## config.mk

```make
export PLATFORM = sky130hd
export DESIGN_NAME = utf8_to_utf16_decoder
export DESIGN_NICKNAME = d
export VERILOG_FILES = /design/src/sv/u8u16_pkg.sv /design/src/sv/utf8_to_utf16_decoder.sv
export VERILOG_INCLUDE_DIRS = /design/src /design/src/sv
export SDC_FILE = /design/constraint.sdc
export NUM_CORES = 1
export LEC_CHECK = 0
export BUFFER_PORTS_ARGS = -buffer_cell sky130_fd_sc_hd__buf_4
export CORE_MARGIN = 3
export CORE_UTILIZATION = 25
export DETAILED_ROUTE_END_ITERATION = 8
export PLACE_DENSITY = 0.42
export SLEW_MARGIN = 40
export SYNTH_ARGS = -nofsm -noshare
export SYNTH_HDL_FRONTEND = slang
export SYNTH_SLANG_ARGS = --single-unit
```

## constraint.sdc

```tcl
create_clock -name i_clk -period 4.6 [get_ports i_clk]
set_clock_uncertainty 0.15 [all_clocks]
set_input_delay 0 -clock i_clk [delete_from_list [all_inputs] [get_ports i_clk]]
set_output_delay 0 -clock i_clk [all_outputs]
set_load 0.02 [all_outputs]
```

## src/sv/utf8_to_utf16_decoder_macros.svh

```systemverilog
// assertion macros for the utf-8 to utf-16 decoder
`ifndef UTF8_TO_UTF16_DECODER_MACROS_SVH
`define UTF8_TO_UTF16_DECODER_MACROS_SVH

// consequent must hold in the same cycle
`define U8U16_ASSERT_SAME(lbl, pre, post) \
    lbl: assert property (@(posedge i_clk) disable iff (!i_rst_n) (pre) |-> (post)) \
        else $error("u8u16 same-cycle check failed");

// consequent must hold in the following cycle
`define U8U16_ASSERT_NEXT(lbl, pre, post) \
    lbl: assert property (@(posedge i_clk) disable iff (!i_rst_n) (pre) |=> (post)) \
        else $error("u8u16 next-cycle check failed");

`endif

```

## src/sv/u8u16_pkg.sv

```systemverilog
// shared types, constants and byte classification for the utf-8 to utf-16 decoder
`default_nettype none

package u8u16_pkg;

    typedef logic [7:0]  t_byte;
    typedef logic [15:0] t_unit;
    typedef logic [2:0]  t_seq_len;

    localparam t_unit    REPLACEMENT  = 16'hFFFD;
    localparam t_unit    HIGH_BASE    = 16'hD800;
    localparam t_unit    LOW_BASE     = 16'hDC00;
    localparam int       PLANE_OFFSET = 32'h0001_0000;
    localparam t_byte    ASCII_LIMIT  = 8'h80;
    localparam t_byte    TWO_LIMIT    = 8'hE0;
    localparam t_byte    THREE_LIMIT  = 8'hF0;

    localparam t_seq_len LEN_ONE   = 3'd1;
    localparam t_seq_len LEN_TWO   = 3'd2;
    localparam t_seq_len LEN_THREE = 3'd3;
    localparam t_seq_len LEN_FOUR  = 3'd4;

    // sequence length selected by a lead byte
    function automatic t_seq_len class_len(input t_byte b);
        t_seq_len len;
        if (b < ASCII_LIMIT) begin
            len = LEN_ONE;
        end else if (b < TWO_LIMIT) begin
            len = LEN_TWO;
        end else if (b < THREE_LIMIT) begin
            len = LEN_THREE;
        end else begin
            len = LEN_FOUR;
        end
        return len;
    endfunction

endpackage

`default_nettype wire

```

## src/sv/utf8_to_utf16_decoder.sv

```systemverilog
// utf-8 byte stream to utf-16 code unit stream decoder
`default_nettype none

// Takes one utf-8 byte per beat (tlast marks the last byte of a string) and gives utf-16
// code units, with tlast on the last unit caused by a byte. Bytes of an open sequence are
// held in up to three registers and the whole sequence is decoded in the cycle its final
// byte arrives, straight into a three-entry result register. A byte is taken every cycle
// while each byte gives at most one unit and the sink takes every beat; a byte that gives
// two or three units (a surrogate pair or a string cut short inside a sequence) keeps
// tready low until only its last unit is left, the register draining one unit a cycle while
// the sink takes them. Results are registered and shown in the cycle after the completing byte.

`include "utf8_to_utf16_decoder_macros.svh"

module utf8_to_utf16_decoder (
    input  wire logic        i_clk,
    input  wire logic        i_rst_n,
    input  wire logic        i_s_tvalid,
    output logic             o_s_tready,
    input  wire logic [7:0]  i_s_tdata,   // [7:0] in_byte
    input  wire logic        i_s_tlast,   // string_end
    output logic             o_m_tvalid,
    input  wire logic        i_m_tready,
    output logic [15:0]      o_m_tdata,   // [15:0] code_unit
    output logic             o_m_tlast    // run_last
);

    u8u16_pkg::t_byte    r_pend [3];
    logic [1:0]          r_held;
    u8u16_pkg::t_seq_len r_seqlen;
    u8u16_pkg::t_unit    r_unit [3];
    logic [1:0]          r_cnt;

    u8u16_pkg::t_unit    n_unit [3];
    logic [1:0]          n_cnt;
    logic [1:0]          n_held;
    u8u16_pkg::t_seq_len n_seqlen;

    logic                w_s_fire;
    logic                w_m_fire;
    logic [2:0]          w_n;
    u8u16_pkg::t_seq_len w_need;
    logic                w_done;
    u8u16_pkg::t_byte    w_buf [4];
    u8u16_pkg::t_unit    w_res [3];
    logic [1:0]          w_nres;
    logic [25:0]         w_cp;
    logic [1:0]          w_tail;

    assign w_m_fire   = r_cnt != 2'd0 && i_m_tready;
    assign o_s_tready = (r_cnt == 2'd0) || (r_cnt == 2'd1 && i_m_tready);
    assign w_s_fire   = i_s_tvalid && o_s_tready;

    assign o_m_tvalid = r_cnt != 2'd0;
    assign o_m_tdata  = r_unit[0];
    assign o_m_tlast  = r_cnt == 2'd1;

    // assemble held bytes and the new byte
    always_comb begin
        for (int i = 0; i < 4; i++) begin
            if (i < 32'(r_held)) begin
                w_buf[i] = r_pend[i];
            end else begin
                w_buf[i] = i_s_tdata;
            end
        end
    end

    assign w_n    = {1'b0, r_held} + 3'd1;
    assign w_need = (r_held == 2'd0) ? u8u16_pkg::class_len(i_s_tdata) : r_seqlen;
    assign w_done = i_s_tlast || (w_n >= w_need) || (w_n >= 3'd4);
    assign w_tail = r_held;
    assign w_cp   = {5'd0, w_buf[0][2:0], w_buf[1][5:0], w_buf[2][5:0], w_buf[3][5:0]}
                  - 26'(u8u16_pkg::PLANE_OFFSET);

    // decode a finished sequence, or a string cut short inside one
    always_comb begin
        w_res[0] = '0;
        w_res[1] = '0;
        w_res[2] = '0;
        w_nres   = 2'd1;
        if (w_n >= w_need) begin
            case (w_need)
                u8u16_pkg::LEN_ONE: begin
                    w_res[0] = {8'd0, w_buf[0]};
                end
                u8u16_pkg::LEN_TWO: begin
                    w_res[0] = {5'd0, w_buf[0][4:0], w_buf[1][5:0]};
                end
                u8u16_pkg::LEN_THREE: begin
                    w_res[0] = {w_buf[0][3:0], w_buf[1][5:0], w_buf[2][5:0]};
                end
                u8u16_pkg::LEN_FOUR: begin
                    w_res[0] = u8u16_pkg::HIGH_BASE | w_cp[25:10];
                    w_res[1] = u8u16_pkg::LOW_BASE | {6'd0, w_cp[9:0]};
                    w_nres   = 2'd2;
                end
                default: begin
                    w_res[0] = u8u16_pkg::REPLACEMENT;
                end
            endcase
        end else begin
            w_res[0] = u8u16_pkg::REPLACEMENT;
            case (w_tail)
                2'd1: begin
                    w_res[1] = (w_buf[1] < u8u16_pkg::ASCII_LIMIT) ? {8'd0, w_buf[1]}
                                                                    : u8u16_pkg::REPLACEMENT;
                    w_nres   = 2'd2;
                end
                2'd2: begin
                    if (u8u16_pkg::class_len(w_buf[1]) == u8u16_pkg::LEN_TWO) begin
                        w_res[1] = {5'd0, w_buf[1][4:0], w_buf[2][5:0]};
                        w_nres   = 2'd2;
                    end else begin
                        w_res[1] = (w_buf[1] < u8u16_pkg::ASCII_LIMIT) ? {8'd0, w_buf[1]}
                                                                        : u8u16_pkg::REPLACEMENT;
                        w_res[2] = (w_buf[2] < u8u16_pkg::ASCII_LIMIT) ? {8'd0, w_buf[2]}
                                                                        : u8u16_pkg::REPLACEMENT;
                        w_nres   = 2'd3;
                    end
                end
                default: begin
                    w_nres = 2'd1;
                end
            endcase
        end
    end

    // result register: load on a finishing beat, shift down on each output beat
    always_comb begin
        n_unit = r_unit;
        n_cnt  = r_cnt;
        if (w_m_fire) begin
            n_unit[0] = r_unit[1];
            n_unit[1] = r_unit[2];
            n_cnt     = r_cnt - 2'd1;
        end
        if (w_s_fire && w_done) begin
            n_unit = w_res;
            n_cnt  = w_nres;
        end
    end

    always_comb begin
        n_held   = r_held;
        n_seqlen = r_seqlen;
        if (w_s_fire) begin
            if (w_done) begin
                n_held   = 2'd0;
                n_seqlen = u8u16_pkg::LEN_ONE;
            end else begin
                n_held   = w_n[1:0];
                n_seqlen = w_need;
            end
        end
    end

    always_ff @(posedge i_clk) begin
        if (!i_rst_n) begin
            r_held   <= 2'd0;
            r_seqlen <= u8u16_pkg::LEN_ONE;
            r_cnt    <= 2'd0;
        end else begin
            r_held   <= n_held;
            r_seqlen <= n_seqlen;
            r_cnt    <= n_cnt;
        end
    end

    always_ff @(posedge i_clk) begin
        r_unit <= n_unit;
        if (w_s_fire && !w_done) begin
            r_pend[r_held] <= i_s_tdata;
        end
    end

    // an open sequence always still lacks at least one byte
    `U8U16_ASSERT_SAME(a_held_below_need, r_held != 2'd0, {1'b0, r_held} < r_seqlen)
    // the last byte of a string leaves nothing held
    `U8U16_ASSERT_NEXT(a_end_clears, w_s_fire && i_s_tlast, r_held == 2'd0)
    // a finishing byte always puts at least one unit on the output
    `U8U16_ASSERT_NEXT(a_done_gives_unit, w_s_fire && w_done, o_m_tvalid)

endmodule

`default_nettype wire

```

== After elaboration in Yosys (flattened, before gate mapping) ==
Memory sizes are Yosys's and may differ from the RTL's.
Cells that the tools add are included.

* Register bits: 55
* Bits in writable memories: 24
* Input port bits: 13
* Output and inout port bits: 19
* Word-level logic and storage cells: 82
* Memories kept: 1

{| class="wikitable"
|+ Memories
! memory !! depth !! width !! rd ports !! clocked after memory_dff !! wr ports !! RTL line !! source
|-
| r_pend || 3 || 8 || 3 || 0 || 1 || utf8_to_utf16_decoder.sv:28 || <nowiki>u8u16_pkg::t_byte r_pend [3];</nowiki>
|}

* Add/subtract/negate cells: 3
* $lt $le $gt $ge: 12
* Eq/ne operators: 8
* Muxes and demuxes: 34
* Bitwise operators: 2
* Reduce and logical (&&, ||, !) cells: 15

{| class="wikitable"
|+ Operators by type and width
! kind !! number
|-
| $mux W16 || 7
|-
| $mux W32 || 2
|-
| $pmux W16 S4 || 1
|-
| $lt A8 B8 Y1 const B || 7
|-
| $mux W48 || 1
|-
| $pmux W16 S2 || 1
|-
| $mux W3 || 10
|-
| $mux W8 || 3
|-
| $sub A21 B17 Y22 const B || 1
|-
| $mux W2 || 5
|-
| $eq A3 B2 Y1 const B || 3
|-
| $logic_and A1 B1 Y1 || 5
|-
| $eq A2 B1 Y1 const B || 2
|-
| $logic_not A2 Y1 || 2
|-
| $lt A1 B2 Y1 const A || 2
|-
| $pmux W2 S2 || 1
|-
| $reduce_bool A2 Y1 || 2
|-
| $reduce_or A4 Y1 || 1
|-
| $add A2 B1 Y3 const B || 1
|-
| $eq A3 B1 Y1 const B || 1
|-
| $eq A3 B3 Y1 const B || 1
|-
| $ge A3 B3 Y1 || 1
|-
| $ge A3 B3 Y1 const B || 1
|-
| $logic_or A1 B1 Y1 || 3
|-
| 7 further kinds || 10
|}

== Depth between registers and ports, before layout ==
Gate-level depths: netlist of the first run.

* Word-level depth: 13
* Gate-level depth with buffers: 15
* Depth with buffers taken out: 11

== Least setup slack after synthesis of the first run ==
OpenSTA, ideal clock, no wires.

* Path type: register -> register
* Start point: register r_held[1]
* End point: register r_unit, in the netlist o_m_tdata[0], enable pin
* Library setup time: 0.462 ns
* Arrival: 3.349 ns
* Required time: 3.988 ns
* Slack: 0.639 ns
* Cell stages (with the launch flop): 14
* Path buffers: 3
* Clock period less this slack: 3.961 ns
* Cells stage by stage: dfxtp_1 clkbuf_1 clkbuf_1 inv_1 ha_1 clkbuf_1 nor2_1 a21oi_1 ha_1 nand2b_1 a21o_1 a21boi_1 nand2b_1 nand2b_1

* Word-level cells in the longest chain between the ends: 7
* Elaborated cells on any way between the ends: 9
* Those cells by class: add/sub: 1; order compare: 2; mux: 1; reduce/logical: 5

{| class="wikitable"
|+ Ends and longest elaborated chain
! element !! RTL line !! source
|-
| start: declaration || utf8_to_utf16_decoder.sv:29 || <nowiki>logic [1:0] r_held;</nowiki>
|-
| start signal: assignment || utf8_to_utf16_decoder.sv:164 || <nowiki>r_held <= n_held;</nowiki>
|-
| branches (longest 4 deep; another with $add A2 B1 Y3) || - ||
|-
| $logic_or A1 B1 Y1 (*) || utf8_to_utf16_decoder.sv:71 || <nowiki>assign w_done = i_s_tlast || (w_n >= w_need) || (w_n >= 3'd4);</nowiki>
|-
| $logic_and A1 B1 Y1 (*) || utf8_to_utf16_decoder.sv:138 || <nowiki>if (w_s_fire && w_done) begin</nowiki>
|-
| $reduce_bool A2 Y1 (no line) (*) || - ||
|-
| end signal: assignment || utf8_to_utf16_decoder.sv:171 || <nowiki>r_unit <= n_unit;</nowiki>
|-
| end: declaration || utf8_to_utf16_decoder.sv:31 || <nowiki>u8u16_pkg::t_unit r_unit [3];</nowiki>
|}

Mark *: on every way between the ends.
A chain may end at the register's enable or synchronous reset.

==> impl_table.tex, run 1 <==
\begin{tabular}{lr}
\hline
Metric & Value \\
\hline
\multicolumn{2}{l}{\textbf{Pwr}} \\
Share of total power in sequential cells & 39.2\% \\
Worst vdd rail ir drop & 0.300 mV \\
Share of total power in the clock network & 28.0\% \\
Design internal power & 0.00163 W \\
Power Dens Cells & 514 nW/um\^{}2 \\
Comb pwr share & 32.8\% \\
LEAKAGE & 1.64 nW \\
Sum of internal, switching and leakage power & 0.00241 W \\
Sw frac & 32.5\% \\
Net load switching power & 0.000784 W \\
\multicolumn{2}{l}{\textbf{Setup path}} \\
Endpoint kind of the worst setup timing path & register \\
Length in cells of the worst reg-to-reg path & 11 \\
Req. time, crit path & 4.58 ns \\
Number of buffer and inverter stages on the critical path & 2 \\
Critical path's slowest cell & dfxtp\_1 \\
Maximum fanout along the worst path & 17 \\
Crit Reg-Reg Endpoint & r\_unit[20] \\
Series of cell instances along the critical path & inv\_1, ha\_1, buf\_4, nor2\_1, a21oi\_1, ha\_1, nand2b\_1, a221oi\_2, and4\_1, nor2\_1, o211ai\_1 \\
Arrival time at the worst endpoint & 4.03 ns \\
Category of the critical setup timing path & reg2reg \\
Worst setup SP type & register \\
Delay-heaviest family, CP & simple AND/OR/NAND/NOR gates \\
Critical path's largest stage delay & 0.71 ns \\
Origin of the critical flop-to-flop path & r\_held[1] \\
Register-to-register setup slack & 0.55 ns \\
\multicolumn{2}{l}{\textbf{Placement}} \\
DP Worst Slack & 0.621 ns \\
Routability congestion estimate & 0.896 \\
Cell area after placement & 4290 sq um \\
Detailed Place HPWL & 8780 um \\
Port Buffers & 31 \\
\multicolumn{2}{l}{\textbf{Clock network}} \\
Clock insertion delay at the later pin of the skew report & 0.34 ns \\
Clock buffers created by TritonCTS & 9 \\
Buffer type at the clock tree root & clkbuf\_16 \\
Sink count of the clock tree & 68 \\
Number of post-CTS setup repair buffers & 0 \\
H-tree levels & 3 \\
Clock transition at the registers of the reported paths & 0.05 ns \\
Cts-stage hold buffer count & 11 \\
Clock buffer depth & 2 \\
Clock tree from TritonCTS & done \\
Post-cts gate resize count & 0 \\
\multicolumn{2}{l}{\textbf{Die}} \\
Core area & 15,400 sq um \\
Floorplan row count & 45 \\
Total die area & 17,400 sq um \\
Die height & 132 um \\
Starting density of the core & 25.9\% \\
Boundary pin count & 32 \\
Floorplan die width & 132 um \\
\multicolumn{2}{l}{\textbf{Logic synthesis}} \\
Yosys synthesis warning count & 0 \\
Share of the yosys chip area belonging to registers & 49.6\% \\
Number of register bits inferred by synthesis & 68 \\
Gate count of the mapped netlist & 366 \\
Synth cell types & 53 \\
Async set-or-reset flop fraction in the synthesized netlist & 0\% \\
Netlist area before placement & 3970 sq um \\
Syn Area/Cell & 10.9 sq um \\
Syn nets & 389 \\
Predominant post-synthesis flop cell & edfxtp\_1 \\
Number of synthesized flops with an enable pin & 61 \\
\multicolumn{2}{l}{\textbf{Global route}} \\
All-Layer GR Usage & 14.1\% \\
Largest net degree at the start of global routing & 30 \\
Vias in the first global route & 3,091 \\
GRT Residual Overflow & 0 \\
First-pass GRT wire length & 18,600 um \\
Number of antenna violations at the first check in global routing & 0 \\
\multicolumn{2}{l}{\textbf{Route}} \\
DRC violation count after routing & 0 \\
Antenna Nets Post-Route & 0 \\
Average wire per cell in the routed design & 19.7 um \\
Number of vias per cell & 5.10 \\
Detailed-router iteration count before antenna repair & 4 \\
Wire length reported by the detailed router & 11,900 um \\
DRT iter0 DRCs & 266 \\
Detailed-route via count & 3,074 \\
\multicolumn{2}{l}{\textbf{Min path}} \\
Start point of the worst hold path & i\_m\_tready \\
Hold depth & 4 \\
Endpoint with the worst hold slack & r\_cnt[1] \\
Hold WC Path Type & in2reg \\
\multicolumn{2}{l}{\textbf{Timing}} \\
Final Hold Viols & 0 \\
Final Critical Period & 4.05 ns \\
Final-layout worst hold slack & 0.145 ns \\
Max-Slew Margin vs Limit & 43.7\% \\
Final count of pins violating max slew & 0 \\
Setup-violating endpoint count in the final report & 0 \\
Period utilization & 88.0\% \\
Final TNS setup & 0 ns \\
RSZ-0062 raised after global routing & no \\
Transition at the pin with the smallest max-transition slack & 0.822 ns \\
Fmax & 247 MHz \\
Slack of the critical path & 0.551 ns \\
\multicolumn{2}{l}{\textbf{Cells and area}} \\
Area overhead of the layout relative to synthesis & 18.0\% \\
Most frequent standard cell in the layout excluding fill and tap cells & edfxtp\_1 \\
Leading cell types in the layout, fill and taps excluded & edfxtp\_1 (61), buf\_4 (34), nor2\_1 (26) \\
Final cell area excluding filler cells & 4690 sq um \\
Layout net count & 410 \\
Fraction of final layout cells with drive strength greater than 1 & 15.8\% \\
Antenna Cells & 0 \\
\multicolumn{2}{l}{\textbf{Flow run}} \\
Max-cap violations & 0 \\
\multicolumn{2}{l}{\textbf{Outcome}} \\
Status & finished clean \\
\hline
\end{tabular}
==> through the flow <==
step | utilization, % | instances
2_1_floorplan | - | 366
3_3_place_gp | 27.9 | 576
3_5_place_dp | 27.9 | 576
4_1_cts | 30.5 | 603
5_1_grt | 30.5 | 603
6_report | 30.5 | 603
==> worst min-delay path, delay by kind of cell <==
kind | cells | cell delay [ns]
buffers and inverters | 1 | 0.11
AOI/OAI and AO/OA | 1 | 0.12
and+or+nand+nor | 2 | 0.34
==> final cells by class <==
type | instances | area, sq um
Fill cell | 1584 | 10700
Sequential cell | 68 | 1970
Multi-Input combinational cell | 245 | 1730
Timing Repair Buffer | 45 | 365
Tap cell | 211 | 264
Clock buffer | 13 | 250
Inverter | 18 | 67.6
Clock inverter | 3 | 37.5
==> logic make-up (layout without fill, tap and decap cells) <==
kind of cell    Yosys count  after routing  synth area share (%)
compound gates          113            113                  21.5
simple gates             95             95                  11.9
xor+xnor                  5              5                  1.10
fa+ha+maj                10             10                  3.15
flops                    68             68                  49.6
mux                      22             22                  5.92
buf+inv                  53             79                  6.80
==> worst max-delay path by stage <==
| stage | cells past startpoint | to | slack, ns | startpoint |
|---|---|---|---|---|
| final | 11 | r_unit[20] | 0.55 | r_held[1] |
| after global routing | 12 | r_unit[24] | 0.29 | r_held[1] |
| after CTS | 11 | r_unit[20] | 0.60 | r_held[1] |
| after detailed placement | 11 | r_unit[20] | 0.62 | r_held[1] |
| after global placement | 12 | r_unit[24] | 0.70 | r_held[1] |
| after floorplan | 13 | o_m_tdata[0] | 0.64 | r_held[1] |
==> power by group through the flow <==
stage                     clock network, W  logic (W)  registers [W]
after CTS                         0.000690   0.000798       0.000949
after floorplan                          0   0.000599       0.000938
final                             0.000676   0.000790       0.000945
after global placement                   0   0.000785       0.000961
after global routing              0.000719   0.000862       0.000962
after detailed placement                 0   0.000786       0.000961
==> flip-flops by register name, summed over array words and instances, names as in the netlist <==
| register | cells |
|---|---|
| r_pend | 24 |
| r_unit | 21 |
| o_m_tdata | 16 |
| r_seqlen | 3 |
| r_cnt | 2 |
| r_held | 2 |
==> cell usage after synthesis (6+ instances only) <==
library cell | number | share of area [%]
buf_2 | 9 | 1.1
a2bb2oi_1 | 7 | 1.5
o22a_1 | 8 | 1.8
o21ai_0 | 17 | 2.1
clkbuf_1 | 10 | 0.94
buf_4 | 16 | 3.0
ha_1 | 10 | 3.1
o211ai_1 | 10 | 1.9
edfxtp_1 | 61 | 46
nand2b_1 | 8 | 1.3
nand2_1 | 24 | 2.3
mux2_2 | 12 | 3.4
mux2i_1 | 10 | 2.5
a21oi_1 | 15 | 1.9
nor2_1 | 26 | 2.5
dfxtp_1 | 7 | 3.5
nand4_1 | 6 | 0.94
inv_1 | 17 | 1.6
and2_1 | 8 | 1.3
o22ai_1 | 11 | 1.7
==> per-layer routing <==
layer	global-route usage (%)	routed length [um]	part of all wire (%)	up-vias
li1	-	-	-	1440
met1	18.8	5510	46	1531
met2	22.1	5530	47	87
met3	3.66	565	4.8	16
met4	5.13	263	2.2	0
met5	0	0	0	-
(Power assumes the default switching activity.)
==> run 2, diff against run 1 <==
==> constraint.sdc (replaced) <==
create_clock -name i_clk -period 4.6 [get_ports i_clk]
set_clock_uncertainty 0.15 [all_clocks]
set_input_delay 0.46 -clock i_clk [delete_from_list [all_inputs] [get_ports i_clk]]
set_output_delay 0.46 -clock i_clk [all_outputs]
set_load 0.02 [all_outputs]
==> impl_table.tex, run 2 (synthesis results as in run 1) <==
\begin{tabular}{lr}
\hline
Metric & Value \\
\hline
\multicolumn{2}{l}{\textbf{Outcome}} \\
Status & finished clean \\
\multicolumn{2}{l}{\textbf{Route}} \\
Detailed-route via count & 3,034 \\
Detailed-router iteration count before antenna repair & 4 \\
DRC violation count after routing & 0 \\
Number of vias per cell & 5.13 \\
Antenna Nets Post-Route & 0 \\
DRT iter0 DRCs & 284 \\
Average wire per cell in the routed design & 20.0 um \\
Wire length reported by the detailed router & 11,800 um \\
\multicolumn{2}{l}{\textbf{Placement}} \\
Routability congestion estimate & 0.896 \\
Port Buffers & 31 \\
Cell area after placement & 4290 sq um \\
DP Worst Slack & 0.621 ns \\
Detailed Place HPWL & 8780 um \\
Number of placed instances, taps included & 576 \\
\multicolumn{2}{l}{\textbf{Pwr}} \\
Power Dens Cells & 525 nW/um\^{}2 \\
LEAKAGE & 1.60 nW \\
Sum of internal, switching and leakage power & 0.00240 W \\
Worst vdd rail ir drop & 0.302 mV \\
\multicolumn{2}{l}{\textbf{Cells and area}} \\
Fraction of final layout cells with drive strength greater than 1 & 16.3\% \\
Final cell area excluding filler cells & 4580 sq um \\
Largest reg by FF count & r\_pend \\
Leading cell types in the layout, fill and taps excluded & edfxtp\_1 (61), buf\_4 (34), nor2\_1 (26) \\
Count of non-filler cells in the finished layout & 592 \\
Multi-input logic area & 1730 sq um \\
Area used by sequential logic in the layout & 1970 sq um \\
Area overhead of the layout relative to synthesis & 15.2\% \\
Number of flip-flops in the largest register & 24 \\
Most frequent standard cell in the layout excluding fill and tap cells & edfxtp\_1 \\
Layout net count & 399 \\
Antenna Cells & 0 \\
Number of inserted filler cells in the final layout & 1,585 \\
\multicolumn{2}{l}{\textbf{Setup path}} \\
Length in cells of the worst reg-to-reg path & 11 \\
Setup crit start & r\_held[1] \\
Register-to-register setup slack & 0.55 ns \\
Series of cell instances along the critical path & inv\_1, ha\_1, buf\_4, nor2\_1, a21oi\_1, ha\_1, nand2b\_1, a221oi\_2, and4\_1, nor2\_1, o211ai\_1 \\
Arrival time at the worst endpoint & 4.03 ns \\
Origin of the critical flop-to-flop path & r\_held[1] \\
Capturing instance or port of the critical path & r\_unit[20] \\
Worst setup SP type & register \\
Crit Reg-Reg Endpoint & r\_unit[20] \\
Req. time, crit path & 4.58 ns \\
Critical path's largest stage delay & 0.71 ns \\
Endpoint kind of the worst setup timing path & register \\
Critical path's slowest cell & dfxtp\_1 \\
Number of buffer and inverter stages on the critical path & 2 \\
Number of cells on the critical path & 11 \\
Maximum fanout along the worst path & 17 \\
Delay-heaviest family, CP & compound AO/OA/AOI/OAI gates \\
Category of the critical setup timing path & reg2reg \\
\multicolumn{2}{l}{\textbf{Clock network}} \\
Post-cts gate resize count & 0 \\
Cts-stage hold buffer count & 0 \\
H-tree levels & 3 \\
Sink count of the clock tree & 68 \\
Clock insertion delay at the later pin of the skew report & 0.34 ns \\
Buffer type at the clock tree root & clkbuf\_16 \\
Clock buffers created by TritonCTS & 9 \\
Clock transition at the registers of the reported paths & 0.05 ns \\
Clock tree from TritonCTS & done \\
Number of post-CTS setup repair buffers & 0 \\
Clock buffer depth & 2 \\
\multicolumn{2}{l}{\textbf{Timing}} \\
Final Critical Period & 4.05 ns \\
Final Hold Viols & 0 \\
Slack of the critical path & 0.551 ns \\
Setup-violating endpoint count in the final report & 0 \\
Transition at the pin with the smallest max-transition slack & 0.819 ns \\
Period utilization & 88.0\% \\
Final count of pins violating max slew & 0 \\
Final TNS setup & 0 ns \\
Max-Slew Margin vs Limit & 43.8\% \\
Fmax & 247 MHz \\
RSZ-0062 raised after global routing & no \\
\multicolumn{2}{l}{\textbf{Die}} \\
Floorplan die width & 132 um \\
Die height & 132 um \\
Total die area & 17,400 sq um \\
Starting density of the core & 25.9\% \\
Core area & 15,400 sq um \\
Floorplan row count & 45 \\
Boundary pin count & 32 \\
\multicolumn{2}{l}{\textbf{Global route}} \\
Largest net degree at the start of global routing & 30 \\
Vias in the first global route & 3,056 \\
First-pass GRT wire length & 18,600 um \\
GRT Residual Overflow & 0 \\
All-Layer GR Usage & 14.0\% \\
Number of antenna violations at the first check in global routing & 0 \\
\multicolumn{2}{l}{\textbf{Min path}} \\
Hold WC Path Type & in2reg \\
\multicolumn{2}{l}{\textbf{Flow run}} \\
Max-cap violations & 0 \\
\hline
\end{tabular}
[run 2: changes by cell type in the layout (fill, tap and decap cells not counted)]
cell | before | now
dlygate4sd3_1 | 11 | 0
[run 2: metal layers]
layer	track usage, %	routed length (um)
met1	18.9	5620
met2	21.7	5440
met5	0	0
met3	3.74	489
met4	5.13	291
[run 2: area by class of cell]
cell class,count,share of cell area [%]
repair buffers,34,5.58
well taps,211,5.77
multi-input cells,245,37.8
inverters,18,1.48
clock buffers,13,5.47
flip-flops and latches,68,43.1
clock inverters,3,0.820
[run 2: how the worst min path moves through the flow]
stage / to / start / cells past startpoint / slack (ns)
after global routing: r_seqlen[0] / i_rst_n / 2 / 0.20
after global placement: o_m_tdata[8] / r_unit[24] / 1 / 0.39
after CTS: r_seqlen[0] / i_rst_n / 2 / 0.19
after floorplan: o_m_tdata[1] / r_unit[17] / 1 / 0.35
final: r_seqlen[0] / i_rst_n / 2 / 0.19
after detailed placement: o_m_tdata[2] / r_unit[18] / 1 / 0.39
[run 2: metrics by stage]
step                hold WS (ns)  utilization, %
floorplan                  0.353               -
global placement           0.389            27.9
detailed placement         0.391            27.9
CTS                        0.189            29.8
global route               0.201            29.8
finish                     0.192            29.8
[run 2: where the power goes]
group / internal, W / switching, W / leakage, nW / total (W)
clock network: 0.000431 / 0.000243 / 0.139 / 0.000674
logic: 0.000298 / 0.000485 / 0.821 / 0.000783
registers: 0.000893 / 0.0000528 / 0.638 / 0.000946
total: 0.00162 / 0.000781 / 1.60 / 0.00240
==> run 3, diff against run 2 <==
Settings changed: RECOVER_POWER set to 100, SLEW_MARGIN 40 to not set.
==> impl_table.tex, run 3 (synthesis results as in run 1) <==
\begin{tabular}{lr}
\hline
Metric & Value \\
\hline
\multicolumn{2}{l}{\textbf{Route}} \\
DRT iter0 DRCs & 256 \\
Detailed-router iteration count before antenna repair & 5 \\
Routed met2 length & 5460 um \\
DRC violation count after routing & 0 \\
Top Metal Used & met4 \\
Wire length reported by the detailed router & 11,900 um \\
Detailed-route via count & 3,023 \\
Routed met3 length & 594 um \\
Antenna Nets Post-Route & 0 \\
Number of vias per cell & 5.11 \\
Wire length on met1 & 5560 um \\
Average wire per cell in the routed design & 20.0 um \\
\multicolumn{2}{l}{\textbf{Cells and area}} \\
Number of inserted filler cells in the final layout & 1,604 \\
Final cell area excluding filler cells & 4460 sq um \\
Leading cell types in the layout, fill and taps excluded & edfxtp\_1 (61), clkbuf\_1 (30), nor2\_1 (26) \\
Largest reg by FF count & r\_pend \\
Number of flip-flops in the largest register & 24 \\
Most frequent standard cell in the layout excluding fill and tap cells & edfxtp\_1 \\
Antenna Cells & 0 \\
Utilization after layout & 29.0\% \\
Multi-input logic area & 1710 sq um \\
Layout net count & 399 \\
Area used by sequential logic in the layout & 1970 sq um \\
Count of non-filler cells in the finished layout & 592 \\
Fraction of final layout cells with drive strength greater than 1 & 8.66\% \\
Area overhead of the layout relative to synthesis & 12.1\% \\
\multicolumn{2}{l}{\textbf{Clock network}} \\
Clock buffer depth & 2 \\
Sink count of the clock tree & 68 \\
Cts-stage hold buffer count & 0 \\
Clock transition at the registers of the reported paths & 0.05 ns \\
Buffer type at the clock tree root & clkbuf\_16 \\
Clock insertion delay at the later pin of the skew report & 0.34 ns \\
Clock buffers created by TritonCTS & 9 \\
Post-cts gate resize count & 0 \\
Number of post-CTS setup repair buffers & 0 \\
H-tree levels & 3 \\
Clock tree from TritonCTS & done \\
\multicolumn{2}{l}{\textbf{Timing}} \\
Final count of pins violating max slew & 0 \\
Final-layout worst hold slack & 0.193 ns \\
RSZ-0062 raised after global routing & no \\
Final TNS setup & 0 ns \\
Final Hold Viols & 0 \\
Transition at the pin with the smallest max-transition slack & 0.819 ns \\
Fmax & 248 MHz \\
Final Critical Period & 4.04 ns \\
Max-Slew Margin vs Limit & 43.8\% \\
Period utilization & 87.8\% \\
Setup-violating endpoint count in the final report & 0 \\
\multicolumn{2}{l}{\textbf{Setup path}} \\
Register-to-register setup slack & 0.56 ns \\
Worst setup SP type & register \\
Category of the critical setup timing path & reg2reg \\
Number of buffer and inverter stages on the critical path & 3 \\
Setup crit start & r\_held[1] \\
Maximum fanout along the worst path & 17 \\
Series of cell instances along the critical path & inv\_1, ha\_1, buf\_4, nand2b\_1, o21ai\_0, inv\_1, ha\_1, a21o\_1, a21oi\_1, or3\_1, o32a\_1 \\
Delay-heaviest family, CP & compound AO/OA/AOI/OAI gates \\
Req. time, crit path & 4.54 ns \\
Critical path's largest stage delay & 0.71 ns \\
Arrival time at the worst endpoint & 3.98 ns \\
Endpoint kind of the worst setup timing path & register \\
Origin of the critical flop-to-flop path & r\_held[1] \\
Critical path's slowest cell & dfxtp\_1 \\
\multicolumn{2}{l}{\textbf{Pwr}} \\
Power Dens Cells & 521 nW/um\^{}2 \\
Net load switching power & 0.000778 W \\
Share of total power in the clock network & 29.0\% \\
Worst vdd rail ir drop & 0.270 mV \\
LEAKAGE & 1.49 nW \\
Sw frac & 33.5\% \\
Share of total power in sequential cells & 40.7\% \\
Design internal power & 0.00154 W \\
Comb pwr share & 30.3\% \\
\multicolumn{2}{l}{\textbf{Min path}} \\
Hold WC Path Type & in2reg \\
Start point of the worst hold path & i\_rst\_n \\
\multicolumn{2}{l}{\textbf{Die}} \\
Die height & 132 um \\
Boundary pin count & 32 \\
Floorplan row count & 45 \\
Core area & 15,400 sq um \\
Floorplan die width & 132 um \\
Total die area & 17,400 sq um \\
Starting density of the core & 25.9\% \\
\multicolumn{2}{l}{\textbf{Placement}} \\
Detailed Place HPWL & 8780 um \\
Cell area after placement & 4290 sq um \\
Routability congestion estimate & 0.896 \\
Number of placed instances, taps included & 576 \\
Port Buffers & 31 \\
\multicolumn{2}{l}{\textbf{Global route}} \\
Largest net degree at the start of global routing & 30 \\
Vias in the first global route & 3,056 \\
All-Layer GR Usage & 14.0\% \\
Number of antenna violations at the first check in global routing & 0 \\
GRT Residual Overflow & 0 \\
First-pass GRT wire length & 18,600 um \\
\multicolumn{2}{l}{\textbf{Flow run}} \\
Max-cap violations & 0 \\
\multicolumn{2}{l}{\textbf{Outcome}} \\
Status & finished clean \\
\hline
\end{tabular}
[run 3: cell count changes in the layout (fill, tap and decap cells not counted), sizes merged]
cell	before	now
buf	34	6
clkbuf	13	41
[run 3: path summary, 6_finish.rpt]
| kind | endpoint | cells after the start |
|---|---|---|
| worst max-delay path | o_m_tdata[7] | 11 |
| worst min-delay path | r_seqlen[0] | 2 |
| worst max register to register | o_m_tdata[7] | 11 |
| worst min register to register | o_m_tdata[2] | 1 |
[run 3: cell type report]
class,instances,share of cell area (%)
Sequential cell,68,44.3
Timing Repair Buffer,34,3.45
Clock inverter,3,0.842
Inverter,18,1.52
Clock buffer,13,5.62
Multi-Input combinational cell,245,38.4
Tap cell,211,5.93
[run 3: worst reg2reg max path: cells and delay by family (launching register included)]
kind | cells | cell delay (ns)
AND/OR/NAND/NOR | 2 | 0.80
flip-flops | 1 | 0.71
buffers and inverters | 3 | 0.47
adder cells (fa/ha/maj) | 2 | 0.64
AO/OA/AOI/OAI | 4 | 1.02
[run 3: power by group through the flow]
| stage | registers, W | clock network, W | logic [W] |
|---|---|---|---|
| floorplan | 0.000938 | 0 | 0.000599 |
| finish | 0.000944 | 0.000674 | 0.000703 |
| global route | 0.000962 | 0.000719 | 0.000772 |
| CTS | 0.000949 | 0.000690 | 0.000791 |
| detailed placement | 0.000961 | 0 | 0.000786 |
| global placement | 0.000961 | 0 | 0.000785 |
[run 3: routing by layer]
metal | global-route usage [%] | vias up
met5 | 0 | -
li1 | - | 1416
met3 | 3.74 | 19
met2 | 21.7 | 96
met4 | 5.13 | 0
met1 | 18.9 | 1492
[run 3: stage by stage]
stage / worst slack, ns / total power (W)
global placement: 0.704 / 0.00175
global route: 0.216 / 0.00245
detailed placement: 0.621 / 0.00175
finish: 0.560 / 0.00232
CTS: 0.602 / 0.00243
floorplan: 0.639 / 0.00154
